`src/rtl/letter_ngram_histogram_top_defines.svh`:
```
// Assertion macros used by the letter n-gram histogram RTL.
`ifndef LETTER_NGRAM_HISTOGRAM_TOP_DEFINES_SVH
`define LETTER_NGRAM_HISTOGRAM_TOP_DEFINES_SVH

// Checks that cons holds in the same cycle whenever ante holds, outside reset.
`define LNH_ASSERT_NOW(label, ante, cons) \
	label: assert property (@(posedge clk) disable iff (!arst_n) (ante) |-> (cons)) \
		else $error("letter n-gram histogram check failed");

// Checks that cons holds in the cycle after ante holds, outside reset.
`define LNH_ASSERT_NEXT(label, ante, cons) \
	label: assert property (@(posedge clk) disable iff (!arst_n) (ante) |=> (cons)) \
		else $error("letter n-gram histogram check failed");

`endif

```
`src/rtl/lnh_ram.sv`:
```
// Generic single-port-write, single-port-read RAM with a registered, read-first output.
module lnh_ram #(
	parameter int WIDTH = 32,
	parameter int DEPTH = 64,
	parameter int AW    = $clog2(DEPTH)
) (
	input  logic             clk,
	input  logic             we,
	input  logic [AW-1:0]    waddr,
	input  logic [WIDTH-1:0] wdata,
	input  logic [AW-1:0]    raddr,
	output logic [WIDTH-1:0] rdata
);

	logic [WIDTH-1:0] mem [DEPTH];

	always_ff @(posedge clk) begin
		if (we) begin
			mem[waddr] <= wdata;
		end
		rdata <= mem[raddr];
	end

endmodule

```
`config.mk`:
```
export PLATFORM = sky130hd
export DESIGN_NAME = lnh_ram
export DESIGN_NICKNAME = d
export VERILOG_FILES = /design/src/rtl/letter_ngram_histogram_top_defines.svh /design/src/rtl/lnh_ram.sv
export SDC_FILE = /design/constraint.sdc
export NUM_CORES = 2
export LEC_CHECK = 0
export BUFFER_PORTS_ARGS = -buffer_cell sky130_fd_sc_hd__buf_4
export CORE_MARGIN = 2
export CORE_UTILIZATION = 56
export DETAILED_ROUTE_END_ITERATION = 7
export GPL_TIMING_DRIVEN = 1
export PLACE_DENSITY = 0.78
export SETUP_SLACK_MARGIN = 0.2
export SLEW_MARGIN = 40
export SYNTH_ARGS = -nofsm -noshare
export SYNTH_HDL_FRONTEND = slang
export SYNTH_SLANG_ARGS = --single-unit
```
`constraint.sdc`:
```
create_clock -name clk -period 4.6 [get_ports clk]
set_input_delay 0.23 -clock clk [delete_from_list [all_inputs] [get_ports clk]]
set_output_delay 0.23 -clock clk [all_outputs]
set_load 0.02 [all_outputs]
```
==> flow_metrics.py <==
metrics = {
    "critical_path": {
        "critPathSlowestCell": "nor2_4",
        "cpMostUsedCell": "buf_4",
        "crit_fanout": 18,
        "end_kind": "register",
        "critPathTopFamily": "simple AND/OR/NAND/NOR gates",
        "reg2regPathDepth": 4,
        "critPathBufInv": 3,
        "start_kind": "input pin",
        "cp_cell_sequence": "dlygate4sd3_1 > buf_4 > nor2b_1 > nand3_1 > nor2_4 > buf_4",
        "r2r_slack_ps": 2150,
        "r2r-start": "mem[8][13]",
        "crit_type": "input pin to register",
        "arrival_ps": 3300,
        "required_ps": 5060,
        "slowest_delay_ps": 910,
        "r2r-end": "rdata[13]",
    },
    "sta": {
        "slew_violations": 0,
        "fmax_mhz": 353,
        "max_slew_margin_pct": 32.9,
        "tns_ps": 0,
        "finalHoldViolations": 0,
        "final.setup_skew_ps": 28.3,
        "rsz0062_at_grt": "no",
        "setup_viol": 0,
        "tightest_slew_ps": 1000,
        "period_share_pct": 61.6,
        "period_minus_slack_ps": 2830,
        "setup_slack_ps": 1770,
    },
    "clock_network": {
        "h-tree-depth": 4,
        "cts_tree": "done",
        "numClockSinks": 2080,
        "cts_buffers": 195,
        "clkTransAtPathRegs_ps": 60,
        "post_cts_resized": 0,
        "cts-root-buf": "clkbuf_16",
        "clk_latency_ps": 820,
        "clock_path_buffers": 3,
    },
    "cells_and_area": {
        "nets": 3660,
        "fill_cells": 8425,
        "final_layout_size_suffix_gt1_share_pct": 30.4,
        "mostFrequentLayoutCell": "edfxtp_1",
        "multi_input_area_mm2": 0.0160,
        "final_area_mm2": 0.0896,
        "final_util_pct": 64.3,
        "final_cell_mix": "edfxtp_1, mux4_2, clkbuf_16",
        "area_delta_synth_final_pct": 14.1,
        "seq_area_mm2": 0.0621,
    },
    "floorplanning": {
        "dieArea_mm2": 0.143,
        "fp-row-count": 137,
        "chipWidth_um": 378,
        "fp.dieH_um": 378,
        "core_region_area_mm2": 0.139,
        "start_util_pct": 56.3,
        "ios": 78,
    },
    "power_and_ir_drop": {
        "power.switching_uw": 8400,
        "p_seq_share_pct": 53.9,
        "power.density_mw_per_mm2": 437,
        "p_leak_uw": 0.0280,
        "p_clk_share_pct": 40.9,
        "ir_drop_v": 0.000357,
        "combPwrFrac_pct": 5.2,
        "swShare_pct": 21.5,
        "intPower_uw": 30800,
    },
    "global_route": {
        "grt_max_degree": 101,
        "grt.total_usage_pct": 29.8,
        "grt_pass1_vias": 39550,
        "grt.overflow.total": 0,
        "antenna_found_initial": 19,
        "grt_pass1_wl_mm": 296,
    },
    "routing": {
        "drt_iter0_drc": 6848,
        "routedWlPerCell_um": 37.0,
        "drc": 0,
        "wirelength_mm": 210,
        "dr.pass1.iters": 6,
        "antenna_left": 0,
        "viasPerCell": 6.94,
        "vias": 39308,
    },
    "synthesis": {
        "ys.flop_type": "edfxtp_1",
        "yosysSeqAreaShare_pct": 79.1,
        "synth_edf_count": 2048,
        "synth.distinct_cells": 34,
        "syn-mean-instance-area_um2": 23.6,
        "synth_nets": 3370,
        "netlist_instances": 3324,
        "synthArstFlopShare_pct": 0,
        "ys_warn_count": 0,
        "syn_area_mm2": 0.0785,
        "ys_ff_latch": 2080,
    },
    "placed_design": {
        "gp_congestion": 0.845,
        "place_area_mm2": 0.0827,
        "pre_cts_ws_ps": 1150,
        "dpl.hpwl_mm": 115,
        "port_buffers": 77,
    },
    "hold_path": {
        "hold_depth": 1,
        "holdCritPathClass": "input pin to register",
        "holdCritStartpoint": "wdata[6]",
        "hold-path-endpoint": "mem[49][6]",
    },
    "flow_run": {
        "drv_cap": 0,
    },
    "outcome": {
        "outcome": "completed",
    },
}
## final cells by class
cell class                      count  share of cell area [%]
Sequential cell                  2080                    69.4
Multi-Input combinational cell   1062                    17.9
Clock buffer                      244                    5.87
Timing Repair Buffer              275                    3.06
Tap cell                         1876                    2.62
Clock inverter                    120                    1.19
Antenna cell                        5                  0.0140
## sequential cells by signal (all words and copies together), names as in the netlist
register  count
mem        2048
rdata        32
## kinds of logic after synthesis
kind of cell	count (synthesis)	synth area share [%]
flops	2080	79.1
buf+inv	182	1.13
mux	637	16.8
compound gates	202	1.67
simple gates	223	1.27
## cells in the mapped netlist (all sizes together), types with 7 or more instances
library cell | instances | share of area [%]
edfxtp | 2048 | 78
mux4 | 544 | 16
nor2 | 137 | 0.65
buf | 108 | 0.77
mux2i | 93 | 1.2
o22ai | 84 | 0.67
clkbuf | 74 | 0.35
a21oi | 62 | 0.40
dfxtp | 32 | 0.82
o221ai | 27 | 0.30
nand2 | 26 | 0.12
nor2b | 15 | 0.12
a22oi | 12 | 0.11
a311oi | 8 | 0.089
nand2b | 8 | 0.064
nor3 | 7 | 0.045
## stage by stage
stage | std cells | power [uW] | hold slack (ps)
finish | 5662 | 39200 | 47.0
CTS | 5645 | 39200 | 4.20
global route | 5661 | 40000 | 30.2
global placement | 5230 | 23400 | 646
floorplan | 3324 | 22500 | 329
detailed placement | 5250 | 23400 | 651
## worst max path at each step
stage | from | to | slack [ps] | cells after the start
finish | waddr[2] | mem[11][19] | 1770 | 6
global route | waddr[2] | mem[11][14] | 1700 | 6
CTS | waddr[2] | mem[29][27] | 1820 | 6
detailed placement | raddr[0] | rdata[11] | 1150 | 8
global placement | raddr[0] | rdata[11] | 1180 | 8
floorplan | waddr[3] | mem[48][0] | 1210 | 4
## routing by layer
layer  global-route usage (%)  routed length [um]  vias up
li1                         -                   -    14859
met1                     39.9               70500    20578
met2                     47.0              102000     3312
met3                     7.46               27400      547
met4                     13.3               10300       12
met5                        0                  75        -
## what timing repair did
item / in CTS / in global routing
setup buffers: 0 / 0
endpoints found under the hold margin: 1525 / 0
hold buffers: 31 / 0
## power by group through the flow
| stage | sequential (uW) | combinational [uW] | clock [uW] |
|---|---|---|---|
| final | 21100 | 2040 | 16000 |
| after CTS | 21100 | 2010 | 16100 |
| after floorplan | 21500 | 1020 | 0 |
| after global placement | 21500 | 1900 | 0 |
| after detailed placement | 21500 | 1950 | 0 |
| after global routing | 21100 | 2120 | 16800 |
(Power assumes the default switching activity.)
